**src/lfpd_pkg.sv**
```systemverilog
`default_nettype none
package lfpd_pkg;

	localparam int unsigned DRIVE_LIMIT_DEF = 90;
	localparam int unsigned GAP_BITS_DEF    = 12;

	localparam int unsigned GAIN_W   = 8;
	localparam int unsigned DRIVE_W  = 7;
	localparam int unsigned LINE_W   = 6;
	localparam int unsigned STEP_W   = 8;
	localparam int unsigned TRAVEL_W = 16;
	localparam int unsigned LERR_W   = 5;
	localparam int unsigned STEER_W  = 15;
	localparam int unsigned OUT_W    = 8;
	localparam int unsigned M_DATA_W = 24;
	localparam int unsigned CFG_IDX_W = 3;

	localparam int unsigned CROSS_LOW_MM  = 200;
	localparam int unsigned CROSS_HIGH_MM = 400;

	localparam int unsigned LINE_P_RST     = 50;
	localparam int unsigned LINE_D_RST     = 10;
	localparam int unsigned GAP_P_RST      = 38;
	localparam int unsigned GAP_D_RST      = 102;
	localparam int unsigned TARGET_GAP_RST = 200;
	localparam int unsigned FAR_GAP_RST    = 450;
	localparam int unsigned CRUISE_RST     = 27;
	localparam int unsigned GAP_LIMIT_RST  = 50;

	typedef enum logic [CFG_IDX_W-1:0] {
		CFG_LINE_GAIN_P   = 3'd0,
		CFG_LINE_GAIN_D   = 3'd1,
		CFG_GAP_GAIN_P    = 3'd2,
		CFG_GAP_GAIN_D    = 3'd3,
		CFG_TARGET_GAP    = 3'd4,
		CFG_FAR_GAP       = 3'd5,
		CFG_CRUISE_DRIVE  = 3'd6,
		CFG_GAP_OUT_LIMIT = 3'd7
	} cfg_idx_t;

	typedef struct packed {
		logic [GAIN_W-1:0] gain_p;
		logic [GAIN_W-1:0] gain_d;
	} line_cfg_t;

	typedef struct packed {
		logic signed [STEER_W-1:0] steer;
		logic                      crossing;
	} line_res_t;

endpackage
`default_nettype wire

```
**src/lfpd_line_unit.sv**
```systemverilog
`default_nettype none
module lfpd_line_unit (
	input  wire logic                                clk,
	input  wire logic                                arst_n,
	input  wire logic                                en,
	input  wire logic [lfpd_pkg::LINE_W-1:0]         line_bits,
	input  wire logic [lfpd_pkg::STEP_W-1:0]         travel_step_mm,
	input  wire lfpd_pkg::line_cfg_t                 cfg,
	output lfpd_pkg::line_res_t                      res
);

	localparam int unsigned TW = lfpd_pkg::TRAVEL_W;
	localparam int unsigned EW = lfpd_pkg::LERR_W;
	localparam int unsigned SW = lfpd_pkg::STEER_W;

	logic signed [EW-1:0] prev_err_q;
	logic [TW-1:0]        travel_q;
	logic                 flag_q;

	logic signed [EW-1:0] pos_raw;
	logic signed [EW-1:0] pos;
	logic signed [EW-1:0] err;
	logic signed [EW:0]   diff;
	logic [TW:0]          travel_sum;
	logic [TW-1:0]        travel_d;
	logic                 flag_d;
	logic                 mark;
	logic signed [SW-1:0] p_term;
	logic signed [SW-1:0] d_term;

	always_comb begin
		pos_raw = '0;
		if (line_bits[0]) pos_raw = pos_raw + 5'sd6;
		if (line_bits[1]) pos_raw = pos_raw + 5'sd4;
		if (line_bits[2]) pos_raw = pos_raw + 5'sd2;
		if (line_bits[3]) pos_raw = pos_raw - 5'sd2;
		if (line_bits[4]) pos_raw = pos_raw - 5'sd4;
		if (line_bits[5]) pos_raw = pos_raw - 5'sd6;
	end

	assign travel_sum = {1'b0, travel_q} + (TW+1)'(travel_step_mm);
	assign mark = line_bits[2] && line_bits[3] && (line_bits[4] || line_bits[1]);

	always_comb begin
		travel_d = travel_sum[TW] ? '1 : travel_sum[TW-1:0];
		flag_d   = flag_q;
		pos      = pos_raw;
		if (mark) begin
			flag_d   = 1'b1;
			travel_d = '0;
			pos      = '0;
		end
		if (flag_d && travel_d > TW'(lfpd_pkg::CROSS_LOW_MM)
				&& travel_d < TW'(lfpd_pkg::CROSS_HIGH_MM)) begin
			pos = '0;
		end
		if (travel_d > TW'(lfpd_pkg::CROSS_HIGH_MM)) begin
			flag_d = 1'b0;
		end
	end

	assign err    = -pos;
	assign diff   = $signed({err[EW-1], err}) - $signed({prev_err_q[EW-1], prev_err_q});
	assign p_term = $signed({1'b0, cfg.gain_p}) * err;
	assign d_term = $signed({1'b0, cfg.gain_d}) * diff;

	assign res.steer    = p_term + d_term;
	assign res.crossing = flag_d;

	always_ff @(posedge clk or negedge arst_n) begin
		if (!arst_n) begin
			prev_err_q <= '0;
			travel_q   <= '0;
			flag_q     <= 1'b0;
		end else if (en) begin
			prev_err_q <= err;
			travel_q   <= travel_d;
			flag_q     <= flag_d;
		end
	end

endmodule
`default_nettype wire

```
**src/lfpd_gap_unit.sv**
```systemverilog
`default_nettype none
module lfpd_gap_unit #(
	parameter int unsigned GAP_BITS = lfpd_pkg::GAP_BITS_DEF
) (
	input  wire logic                                clk,
	input  wire logic                                arst_n,
	input  wire logic                                en,
	input  wire logic [GAP_BITS-1:0]                 gap_distance,
	input  wire logic [GAP_BITS-1:0]                 target_gap,
	input  wire logic [lfpd_pkg::GAIN_W-1:0]         gain_p,
	input  wire logic [lfpd_pkg::GAIN_W-1:0]         gain_d,
	input  wire logic [lfpd_pkg::DRIVE_W-1:0]        limit,
	output logic signed [lfpd_pkg::OUT_W-1:0]        gap_term
);

	localparam int unsigned SW  = GAP_BITS + 12;
	localparam int unsigned SHW = SW - 8;

	logic signed [GAP_BITS:0]   prev_err_q;
	logic signed [GAP_BITS:0]   err;
	logic signed [GAP_BITS+1:0] diff;
	logic signed [SW-1:0]       p_term;
	logic signed [SW-1:0]       d_term;
	logic signed [SW-1:0]       sum;
	logic signed [SHW-1:0]      shifted;
	logic signed [SHW-1:0]      lim;
	logic signed [SHW-1:0]      clamped;

	assign err     = $signed({1'b0, target_gap}) - $signed({1'b0, gap_distance});
	assign diff    = $signed({err[GAP_BITS], err}) - $signed({prev_err_q[GAP_BITS], prev_err_q});
	assign p_term  = $signed({1'b0, gain_p}) * err;
	assign d_term  = $signed({1'b0, gain_d}) * diff;
	assign sum     = p_term + d_term;
	assign shifted = sum[SW-1:8];
	assign lim     = $signed({{(SHW-lfpd_pkg::DRIVE_W){1'b0}}, limit});

	always_comb begin
		if (shifted >= lim) begin
			clamped = lim;
		end else if (shifted <= -lim) begin
			clamped = -lim;
		end else begin
			clamped = shifted;
		end
	end

	assign gap_term = clamped[lfpd_pkg::OUT_W-1:0];

	always_ff @(posedge clk or negedge arst_n) begin
		if (!arst_n) begin
			prev_err_q <= '0;
		end else if (en) begin
			prev_err_q <= err;
		end
	end

endmodule
`default_nettype wire

```
**src/lfpd_mixer.sv**
```systemverilog
`default_nettype none
module lfpd_mixer #(
	parameter int unsigned GAP_BITS    = lfpd_pkg::GAP_BITS_DEF,
	parameter int unsigned DRIVE_LIMIT = lfpd_pkg::DRIVE_LIMIT_DEF
) (
	input  wire logic [GAP_BITS-1:0]                 gap_distance,
	input  wire logic [GAP_BITS-1:0]                 far_gap,
	input  wire logic [lfpd_pkg::DRIVE_W-1:0]        cruise_drive,
	input  wire logic signed [lfpd_pkg::OUT_W-1:0]   gap_term,
	input  wire logic signed [lfpd_pkg::STEER_W-1:0] steer,
	output logic signed [lfpd_pkg::OUT_W-1:0]        left_drive,
	output logic signed [lfpd_pkg::OUT_W-1:0]        right_drive
);

	localparam int unsigned MW = lfpd_pkg::STEER_W + 2;
	localparam logic signed [MW-1:0] LIM = MW'(DRIVE_LIMIT);

	logic signed [lfpd_pkg::OUT_W:0] base;
	logic signed [MW-1:0]            left_sum;
	logic signed [MW-1:0]            right_sum;
	logic signed [MW-1:0]            left_clamped;
	logic signed [MW-1:0]            right_clamped;

	always_comb begin
		if (gap_distance > far_gap) begin
			base = $signed({2'b00, cruise_drive});
		end else begin
			base = -$signed({gap_term[lfpd_pkg::OUT_W-1], gap_term});
		end
	end

	assign left_sum  = base + steer;
	assign right_sum = base - steer;

	always_comb begin
		if (left_sum >= LIM) begin
			left_clamped = LIM;
		end else if (left_sum <= -LIM) begin
			left_clamped = -LIM;
		end else begin
			left_clamped = left_sum;
		end
		if (right_sum >= LIM) begin
			right_clamped = LIM;
		end else if (right_sum <= -LIM) begin
			right_clamped = -LIM;
		end else begin
			right_clamped = right_sum;
		end
	end

	assign left_drive  = left_clamped[lfpd_pkg::OUT_W-1:0];
	assign right_drive = right_clamped[lfpd_pkg::OUT_W-1:0];

endmodule
`default_nettype wire

```
**src/line_follow_pd_drive_mixer_unit.sv**
```systemverilog
// Line-following PD drive mixer with gap keeping, one control tick per transaction.
// Input stream s_*: s_tdata carries line_bits, gap_distance and travel_step_mm.
// Output stream m_*: m_tdata carries left_drive, right_drive and crossing_active.
// Config channel cfg_*: cfg_index selects one of eight registers, cfg_data is the
// value; cfg_ready is always high, write only while no tick is in flight.
// An accepted tick passes the input register, then the output register, to m_tvalid.
// Throughput: one tick per cycle while m_tready is high; the input register feeds
// one combinational pass (sensor weighting, crossing window, line PD, gap PD with
// Q8 gains, mixing, clamping) into the output register with the loop state update.
// When the receiver stalls, the output register holds its result and the input
// register still takes one more tick; s_tready falls only when both are full.
// Reset (arst_n low) clears valid flags, previous errors, travel count and the
// crossing flag, and loads the default register values.
`default_nettype none
module line_follow_pd_drive_mixer_unit #(
	parameter int unsigned DRIVE_LIMIT = lfpd_pkg::DRIVE_LIMIT_DEF,
	parameter int unsigned GAP_BITS    = lfpd_pkg::GAP_BITS_DEF
) (
	input  wire logic                               clk,
	input  wire logic                               arst_n,
	input  wire logic                               s_tvalid,
	output logic                                    s_tready,
	// line_bits[5:0], gap_distance, travel_step_mm, zero fill
	input  wire logic [((lfpd_pkg::LINE_W+GAP_BITS+lfpd_pkg::STEP_W+7)/8)*8-1:0] s_tdata,
	output logic                                    m_tvalid,
	input  wire logic                               m_tready,
	// left_drive[7:0], right_drive[15:8], crossing_active[16], zero fill
	output logic [lfpd_pkg::M_DATA_W-1:0]           m_tdata,
	input  wire logic                               cfg_valid,
	output logic                                    cfg_ready,
	input  wire logic [lfpd_pkg::CFG_IDX_W-1:0]     cfg_index,
	input  wire logic [GAP_BITS-1:0]                cfg_data
);

	localparam int unsigned LW = lfpd_pkg::LINE_W;
	localparam int unsigned PW = lfpd_pkg::STEP_W;
	localparam int unsigned GW = lfpd_pkg::GAIN_W;
	localparam int unsigned DW = lfpd_pkg::DRIVE_W;
	localparam int unsigned OW = lfpd_pkg::OUT_W;

	logic [GW-1:0]       line_p_q;
	logic [GW-1:0]       line_d_q;
	logic [GW-1:0]       gap_p_q;
	logic [GW-1:0]       gap_d_q;
	logic [GAP_BITS-1:0] target_gap_q;
	logic [GAP_BITS-1:0] far_gap_q;
	logic [DW-1:0]       cruise_q;
	logic [DW-1:0]       gap_limit_q;

	logic                valid_s1;
	logic [LW-1:0]       line_bits_s1;
	logic [GAP_BITS-1:0] gap_s1;
	logic [PW-1:0]       step_s1;

	logic                valid_s2;
	logic signed [OW-1:0] left_s2;
	logic signed [OW-1:0] right_s2;
	logic                cross_s2;

	logic                 s_accept;
	logic                 advance;
	lfpd_pkg::line_cfg_t  line_cfg;
	lfpd_pkg::line_res_t  line_res;
	logic signed [OW-1:0] gap_term;
	logic signed [OW-1:0] left_drive;
	logic signed [OW-1:0] right_drive;

	assign cfg_ready = 1'b1;

	always_ff @(posedge clk or negedge arst_n) begin
		if (!arst_n) begin
			line_p_q     <= GW'(lfpd_pkg::LINE_P_RST);
			line_d_q     <= GW'(lfpd_pkg::LINE_D_RST);
			gap_p_q      <= GW'(lfpd_pkg::GAP_P_RST);
			gap_d_q      <= GW'(lfpd_pkg::GAP_D_RST);
			target_gap_q <= GAP_BITS'(lfpd_pkg::TARGET_GAP_RST);
			far_gap_q    <= GAP_BITS'(lfpd_pkg::FAR_GAP_RST);
			cruise_q     <= DW'(lfpd_pkg::CRUISE_RST);
			gap_limit_q  <= DW'(lfpd_pkg::GAP_LIMIT_RST);
		end else if (cfg_valid && cfg_ready) begin
			unique case (lfpd_pkg::cfg_idx_t'(cfg_index))
				lfpd_pkg::CFG_LINE_GAIN_P:   line_p_q     <= cfg_data[GW-1:0];
				lfpd_pkg::CFG_LINE_GAIN_D:   line_d_q     <= cfg_data[GW-1:0];
				lfpd_pkg::CFG_GAP_GAIN_P:    gap_p_q      <= cfg_data[GW-1:0];
				lfpd_pkg::CFG_GAP_GAIN_D:    gap_d_q      <= cfg_data[GW-1:0];
				lfpd_pkg::CFG_TARGET_GAP:    target_gap_q <= cfg_data;
				lfpd_pkg::CFG_FAR_GAP:       far_gap_q    <= cfg_data;
				lfpd_pkg::CFG_CRUISE_DRIVE:  cruise_q     <= cfg_data[DW-1:0];
				lfpd_pkg::CFG_GAP_OUT_LIMIT: gap_limit_q  <= cfg_data[DW-1:0];
				default: ;
			endcase
		end
	end

	assign advance  = valid_s1 && (!valid_s2 || m_tready);
	assign s_tready = !valid_s1 || advance;
	assign s_accept = s_tvalid && s_tready;

	always_ff @(posedge clk or negedge arst_n) begin
		if (!arst_n) begin
			valid_s1 <= 1'b0;
		end else if (s_accept) begin
			valid_s1 <= 1'b1;
		end else if (advance) begin
			valid_s1 <= 1'b0;
		end
	end

	always_ff @(posedge clk) begin
		if (s_accept) begin
			line_bits_s1 <= s_tdata[LW-1:0];
			gap_s1       <= s_tdata[LW+GAP_BITS-1:LW];
			step_s1      <= s_tdata[LW+GAP_BITS+PW-1:LW+GAP_BITS];
		end
	end

	assign line_cfg.gain_p = line_p_q;
	assign line_cfg.gain_d = line_d_q;

	lfpd_line_unit u_line (
		.clk            (clk),
		.arst_n         (arst_n),
		.en             (advance),
		.line_bits      (line_bits_s1),
		.travel_step_mm (step_s1),
		.cfg            (line_cfg),
		.res            (line_res)
	);

	lfpd_gap_unit #(
		.GAP_BITS (GAP_BITS)
	) u_gap (
		.clk          (clk),
		.arst_n       (arst_n),
		.en           (advance),
		.gap_distance (gap_s1),
		.target_gap   (target_gap_q),
		.gain_p       (gap_p_q),
		.gain_d       (gap_d_q),
		.limit        (gap_limit_q),
		.gap_term     (gap_term)
	);

	lfpd_mixer #(
		.GAP_BITS    (GAP_BITS),
		.DRIVE_LIMIT (DRIVE_LIMIT)
	) u_mixer (
		.gap_distance (gap_s1),
		.far_gap      (far_gap_q),
		.cruise_drive (cruise_q),
		.gap_term     (gap_term),
		.steer        (line_res.steer),
		.left_drive   (left_drive),
		.right_drive  (right_drive)
	);

	always_ff @(posedge clk or negedge arst_n) begin
		if (!arst_n) begin
			valid_s2 <= 1'b0;
		end else if (advance) begin
			valid_s2 <= 1'b1;
		end else if (m_tready) begin
			valid_s2 <= 1'b0;
		end
	end

	always_ff @(posedge clk) begin
		if (advance) begin
			left_s2  <= left_drive;
			right_s2 <= right_drive;
			cross_s2 <= line_res.crossing;
		end
	end

	assign m_tvalid = valid_s2;
	assign m_tdata  = {{(lfpd_pkg::M_DATA_W-2*OW-1){1'b0}}, cross_s2, right_s2, left_s2};

`ifndef NO_ASSERTIONS
	a_left_range: assert property (@(posedge clk) disable iff (!arst_n)
		m_tvalid |-> ($signed(m_tdata[7:0]) <= $signed(DRIVE_LIMIT)
			&& $signed(m_tdata[7:0]) >= -$signed(DRIVE_LIMIT)))
		else $error("left drive out of range");
	a_right_range: assert property (@(posedge clk) disable iff (!arst_n)
		m_tvalid |-> ($signed(m_tdata[15:8]) <= $signed(DRIVE_LIMIT)
			&& $signed(m_tdata[15:8]) >= -$signed(DRIVE_LIMIT)))
		else $error("right drive out of range");
	a_accept_fills_s1: assert property (@(posedge clk) disable iff (!arst_n)
		s_accept |=> valid_s1)
		else $error("accepted transaction lost at input register");
	a_s1_holds: assert property (@(posedge clk) disable iff (!arst_n)
		(valid_s1 && !advance) |=> (valid_s1 && $stable(gap_s1) && $stable(line_bits_s1)))
		else $error("input register changed while stalled");
`endif

endmodule
`default_nettype wire
```
**config.mk**
```make
export PLATFORM = sky130hd
export DESIGN_NAME = line_follow_pd_drive_mixer_unit
export DESIGN_NICKNAME = d
export VERILOG_FILES = /design/src/lfpd_pkg.sv /design/src/lfpd_line_unit.sv /design/src/lfpd_gap_unit.sv /design/src/lfpd_mixer.sv /design/src/line_follow_pd_drive_mixer_unit.sv
export SDC_FILE = /design/constraint.sdc
export NUM_CORES = 1
export LEC_CHECK = 0
export BUFFER_PORTS_ARGS = -buffer_cell sky130_fd_sc_hd__buf_2
export CORE_UTILIZATION = 55
export CTS_CLUSTER_SIZE = 10
export DETAILED_ROUTE_END_ITERATION = 8
export PLACE_DENSITY_LB_ADDON = 0.15
export SETUP_SLACK_MARGIN = 0.1
export SYNTH_ARGS = -nofsm -noshare
export SYNTH_HDL_FRONTEND = slang
export SYNTH_SLANG_ARGS = --single-unit
```
**constraint.sdc**
```tcl
create_clock -name clk -period 15.1 [get_ports clk]
set_input_delay 1.51 -clock clk [delete_from_list [all_inputs] [get_ports clk]]
set_output_delay 1.51 -clock clk [all_outputs]
set_load 0.01 [all_outputs]
```
==> results.json, run 1 <==
{
  "io_buffers": 64,
  "final_common_cell": "inv_1",
  "clk_pin_slew_ns": 0.07,
  "holdCritPathClass": "reg -> reg",
  "status": "completed",
  "wl_mm": 54.42,
  "gp_congestion": 0.8743,
  "ant_nets": 0,
  "dominantRegCellSynth": "dfrtp_1",
  "wire_per_inst_um": 17.69,
  "clk_latency_ns": 0.44,
  "antenna_found_initial": 0,
  "rsz0062_at_grt": "false",
  "layout.nets": 3094,
  "drive_gt1_share_pct": 16.23,
  "crit_fanout": 7,
  "boundaryPins": 79,
  "setup.worst_path.start_class": "flop",
  "synth.distinct_cells": 100,
  "path_common_cell": "inv_1",
  "synth.area.top_cells": "fa_1, ha_1, dfrtp_1",
  "syn_area_um2": 22080,
  "critPathCaptureType": "flop",
  "gr-usage-all-layers_pct": 28.06,
  "r2r-start": "gap_s1[1]",
  "drv_slew": 0,
  "dieArea_um2": 40950,
  "hold_start": "u_line.travel_q[2]",
  "grt_pass1_vias": 18060,
  "r2r_cells": 61,
  "die_w_um": 202.4,
  "synth_edf_count": 43,
  "n_antenna_cell": 0,
  "grt_max_degree": 75,
  "cts.path.max_buffers": 2,
  "vias": 17080,
  "reg2reg_slack_ns": 0.74,
  "core-area_um2": 39640,
  "cts_tree": "done",
  "drc": 0,
  "min_period_ns": 14.36,
  "synth_top_area_cell": "fa_1",
  "hold_path_end": "u_line.travel_q[2]",
  "avgSynthCellArea_um2": 9.234,
  "max-cap-violations": 0,
  "worst-endpoint-required_ns": 15.29,
  "numCtsBuffers": 17,
  "grt_pass1_wl_mm": 90.67,
  "synth_top_area_share_pct": 24.30,
  "final_cell_mix": "inv_1, fa_1, ha_1, nand2_1, buf_4",
  "die_h_um": 202.4,
  "cp_slowest_cell": "fa_2",
  "setup_violations": 0,
  "ys_seq_area_share_pct": 18.01,
  "drt-initial-drc-count": 880,
  "crit_type": "reg -> reg",
  "ys_ff_latch": 149,
  "htreeDepth": 4,
  "tns_ns": 0,
  "via_per_inst": 5.553,
  "hold-path-cell-count": 1,
  "hold_violations": 0,
  "synthToLayoutAreaGrowth_pct": 10.78,
  "ys_warn_count": 0,
  "finalClockSkew_ns": 0.01262,
  "root_buffer": "clkbuf_16",
  "clock.fmax_ghz": 0.06962,
  "reg2reg_to": "right_s2[1]",
  "relSlewSlack_pct": 21.23,
  "start_util_pct": 55.70,
  "worst_pin_slew_ns": 1.173,
  "syn-instance-count": 2391,
  "dr.pass1.iters": 5,
  "ys_async_sr_fraction_pct": 71.14,
  "cpPeakStageDelay_ns": 0.66,
  "period_share_pct": 95.12,
  "grt_overflow": 0,
  "cts.sinks": 149,
  "arrival_ns": 14.55,
  "hpwl_mm": 43.46,
  "rows": 73
}
worst max-delay path by stage:
stage,to,depth (start not counted),from,slack (ns)
after global routing,right_s2[1],61,gap_s1[0],0.007
after CTS,left_s2[1],59,gap_s1[0],0.21
final,right_s2[1],61,gap_s1[1],0.74
after global placement,left_s2[1],57,gap_s1[0],0.51
after floorplan,left_s2[6],60,gap_s1[0],1.08
after detailed placement,right_s2[5],56,gap_s1[0],0.29
critical path, delay by kind of cell, from the launching register on:
family / cells / cell delay (ns)
adder cells (fa/ha/maj): 12 / 5.15
buffers and inverters: 11 / 0.98
AO/OA/AOI/OAI: 23 / 4.55
flip-flops: 1 / 0.42
XOR/XNOR: 1 / 0.12
AND/OR/NAND/NOR: 14 / 2.87
Yosys cell counts (all sizes together), types with 28 or more instances:
library cell  count
a21oi            86
and2            105
clkbuf           50
dfrtp            80
edfxtp           43
fa              268
ha              236
inv             470
mux2             78
nand2           198
nand2b           28
nand3            41
nor2             95
nor2b            45
nor3             29
o21ai            98
xnor2            65
routing by layer:
layer  wire length (um)  GRT usage [%]
met1              23500          36.10
met4               1880          10.42
met2              26710          48.52
met5                  0              0
met3               2332          3.241
timing repair:
action / in CTS / in global routing
resized for setup: 0 / 64
endpoints found under the hold margin: 0 / 0
hold buffers: 0 / 0
endpoints found under the setup margin: 0 / 16
buffers inserted: 0 / 8
area by class of cell:
type | count | area [um^2]
multi-input combinational | 1707 | 16170
timing repair buffer | 193 | 1291
sequential | 149 | 3976
clock buffer | 18 | 450.4
inverter | 470 | 1764
clock inverter | 14 | 153.9
fill | 3536 | 15180
tap | 525 | 656.9
per-stage QoR:
stage | cells | util (%) | setup slack, ns | hold WS [ns] | cell area [um^2]
6_report | 3076 | 61.70 | 0.7364 | 0.4859 | 24460
5_1_grt | 3076 | 61.70 | 0.007178 | 0.5077 | 24460
4_1_cts | 3068 | 61.21 | 0.2140 | 0.4930 | 24260
3_5_place_dp | 3036 | 59.69 | 0.2861 | 0.4768 | 23660
3_3_place_gp | 3036 | 59.69 | 0.5064 | 0.4706 | 23660
2_1_floorplan | 2397 | - | 1.082 | 0.4498 | 22100
state kept, by name, summed over array words and instances (netlist names):
register and cells:
cross_s2 1, cruise_q 7, far_gap_q 12, gap_d_q 8, gap_limit_q 7, gap_p_q 8, gap_s1 12, left_s2 8
line_bits_s1 6, line_d_q 8, line_p_q 8, m_tvalid 1, right_s2 8, step_s1 8, target_gap_q 12, u_gap.prev_err_q 13
u_line.flag_q 1, u_line.prev_err_q 4, u_line.travel_q 16, valid_s1 1
cell families after synthesis:
| logic type | after synthesis | share of synthesized area, % |
|---|---|---|
| compound gates | 376 | 11.68 |
| xor+xnor | 90 | 3.638 |
| fa+ha+maj | 504 | 37.67 |
| buf+inv | 541 | 9.504 |
| flops | 149 | 18.01 |
| mux | 86 | 4.341 |
| other cells | 2 | 0.03401 |
| simple gates | 643 | 15.12 |
Power of run 1 is left out: the tool's default activity adds up to more than one toggle a clock period on the data nets, which glitch-free logic cannot reach.
==> inputs of run 2 (changes only) <==
--- a/config.mk
+++ b/config.mk
@@ -6,10 +6,11 @@
 export NUM_CORES = 1
 export LEC_CHECK = 0
 export BUFFER_PORTS_ARGS = -buffer_cell sky130_fd_sc_hd__buf_2
+export CORE_ASPECT_RATIO = 0.5
 export CORE_UTILIZATION = 55
 export CTS_CLUSTER_SIZE = 10
 export DETAILED_ROUTE_END_ITERATION = 8
-export PLACE_DENSITY_LB_ADDON = 0.15
+export PLACE_DENSITY = 0.83
 export SETUP_SLACK_MARGIN = 0.1
 export SYNTH_ARGS = -nofsm -noshare
 export SYNTH_HDL_FRONTEND = slang
==> run 2 against run 1 <==
  * Cell area shrank 0.50%
  * Sequential share of layout area grew 0.081 points
  * Maximum frequency decreased by 0.43%
  * Largest cell class unchanged
  * Non-clock buffer count fell by 22
  * Register-to-register slack worse by 0.06 ns
  * Worst hold slack worse by 0.0029 ns
  * Global-route usage shrank 0.62 points
  * Count of clock-buffer cells in the layout up 2
  * Critical endpoint is now right_s2[5]
  * Clock skew fell by 0.0046 ns
  * Wire length shrank 0.63%
  * Highest routed layer unchanged
==> results.json, run 2 (synthesis results as in run 1) <==
{
  "max-cap-violations": 0,
  "core-area_um2": 39240,
  "start_util_pct": 56.26,
  "cts.sinks": 149,
  "drc": 0,
  "place_area_um2": 23510,
  "clock.fmax_ghz": 0.06932,
  "setup.worst_path.start_class": "flop",
  "synthToLayoutAreaGrowth_pct": 10.23,
  "antenna_found_initial": 2,
  "rows": 51,
  "gp_congestion": 0.9380,
  "status": "completed",
  "hold_violations": 0,
  "final_cell_mix": "inv_1, fa_1, ha_1, nand2_1, buf_4",
  "gr-usage-all-layers_pct": 27.44,
  "min_period_ns": 14.43,
  "cts_tree": "done",
  "hpwl_mm": 41.79,
  "drv_slew": 0,
  "relSlewSlack_pct": 14.06,
  "fillerInstances": 3021,
  "die_h_um": 143.7,
  "critPathCaptureType": "flop",
  "largest_reg_flops": 16,
  "htreeDepth": 4,
  "clk_latency_ns": 0.45,
  "fin_area_um2": 24340,
  "grt_overflow": 0,
  "layout.nets": 3072,
  "via_per_inst": 5.696,
  "holdCritPathClass": "reg -> reg",
  "crit_fanout": 14,
  "arrival_ns": 14.60,
  "dieArea_um2": 41000,
  "worst_pin_slew_ns": 1.286,
  "numCtsBuffers": 17,
  "reg_top3": "u_line.travel_q x16, u_gap.prev_err_q x13",
  "cpPeakStageDelay_ns": 0.57,
  "wl_mm": 54.08,
  "boundaryPins": 79,
  "clk_pin_slew_ns": 0.07,
  "setup_violations": 0,
  "vias": 17440,
  "cp_slowest_cell": "fa_1",
  "wire_per_inst_um": 17.67,
  "drive_gt1_share_pct": 15.62,
  "io_buffers": 64,
  "grt_pass1_wl_mm": 90.34,
  "cts.path.max_buffers": 2,
  "worst-endpoint-required_ns": 15.27,
  "ant_nets": 0,
  "dpl.cell_count": 3021,
  "period_share_pct": 95.54,
  "die_w_um": 285.4,
  "dr.pass1.iters": 5,
  "grt_max_degree": 68,
  "largest_register": "u_line.travel_q",
  "drt-initial-drc-count": 1165,
  "root_buffer": "clkbuf_16",
  "finalClockSkew_ns": 0.007981,
  "grt_pass1_vias": 18490,
  "crit_type": "reg -> reg",
  "final_common_cell": "inv_1",
  "stdcell_count": 3061
}
-- run 2: final timing paths --
kind / start / end / slack [ns] / cells after the start
min reg2reg: u_line.travel_q[3] / u_line.travel_q[3] / 0.48 / 2
min in group asynchronous: arst_n / u_line.travel_q[10] / 1.04 / 1
max in group asynchronous: arst_n / u_gap.prev_err_q[9] / 12.77 / 2
min: u_line.travel_q[3] / u_line.travel_q[3] / 0.48 / 2
max reg2reg: gap_s1[1] / right_s2[5] / 0.67 / 60
max: gap_s1[1] / right_s2[5] / 0.67 / 60
-- run 2: cell type report --
type                    instances  area (um^2)  share of cell area [%]
multi-input cells            1707        16180                   66.48
flip-flops and latches        149         3976                   16.34
inverters                     470         1764                   7.249
repair buffers                171         1130                   4.642
well taps                     530        663.1                   2.725
clock buffers                  20        456.7                   1.876
clock inverters                12        162.7                  0.6683
diodes                          2        5.005                 0.02056
-- run 2: repair_timing --
| action | CTS | global route |
|---|---|---|
| resized for setup | 1 | 68 |
| setup endpoints to repair | 2 | 16 |
| pin swaps | 0 | 12 |
| setup buffers | 0 | 6 |
| hold buffers | 0 | 0 |
-- run 2: metal layers --
layer / global-route usage, % / wire length, um / vias up / share of wire, %
met3: 4.000 / 3371 / 158 / 6.2
met1: 33.72 / 22000 / 8666 / 41
met2: 48.86 / 26840 / 591 / 50
met5: 0 / 0 / - / 0
li1: - / - / 8020 / -
met4: 11.12 / 1869 / 0 / 3.5
-- run 2: critical path: cells and delay by family (launching register included) --
family / cells / cell delay [ns]
AOI/OAI and AO/OA: 24 / 4.82
adders and majority gates: 12 / 4.75
and+or+nand+nor: 16 / 3.06
buffers and inverters: 8 / 1.05
DFF: 1 / 0.42
-- run 2: per-stage QoR --
| step | util, % | hold slack (ns) | worst slack (ns) | setup TNS (ns) |
|---|---|---|---|---|
| 2_1_floorplan | - | 0.4498 | 1.082 | 0 |
| 3_3_place_gp | 59.91 | 0.4634 | 0.4726 | 0 |
| 3_5_place_dp | 59.91 | 0.4741 | 0.2680 | 0 |
| 4_1_cts | 61.49 | 0.4890 | 0.1079 | 0 |
| 5_1_grt | 62.02 | 0.5212 | -0.02564 | -0.07344 |
| 6_report | 62.02 | 0.4831 | 0.6737 | 0 |
Power of run 2 is left out for the same reason.
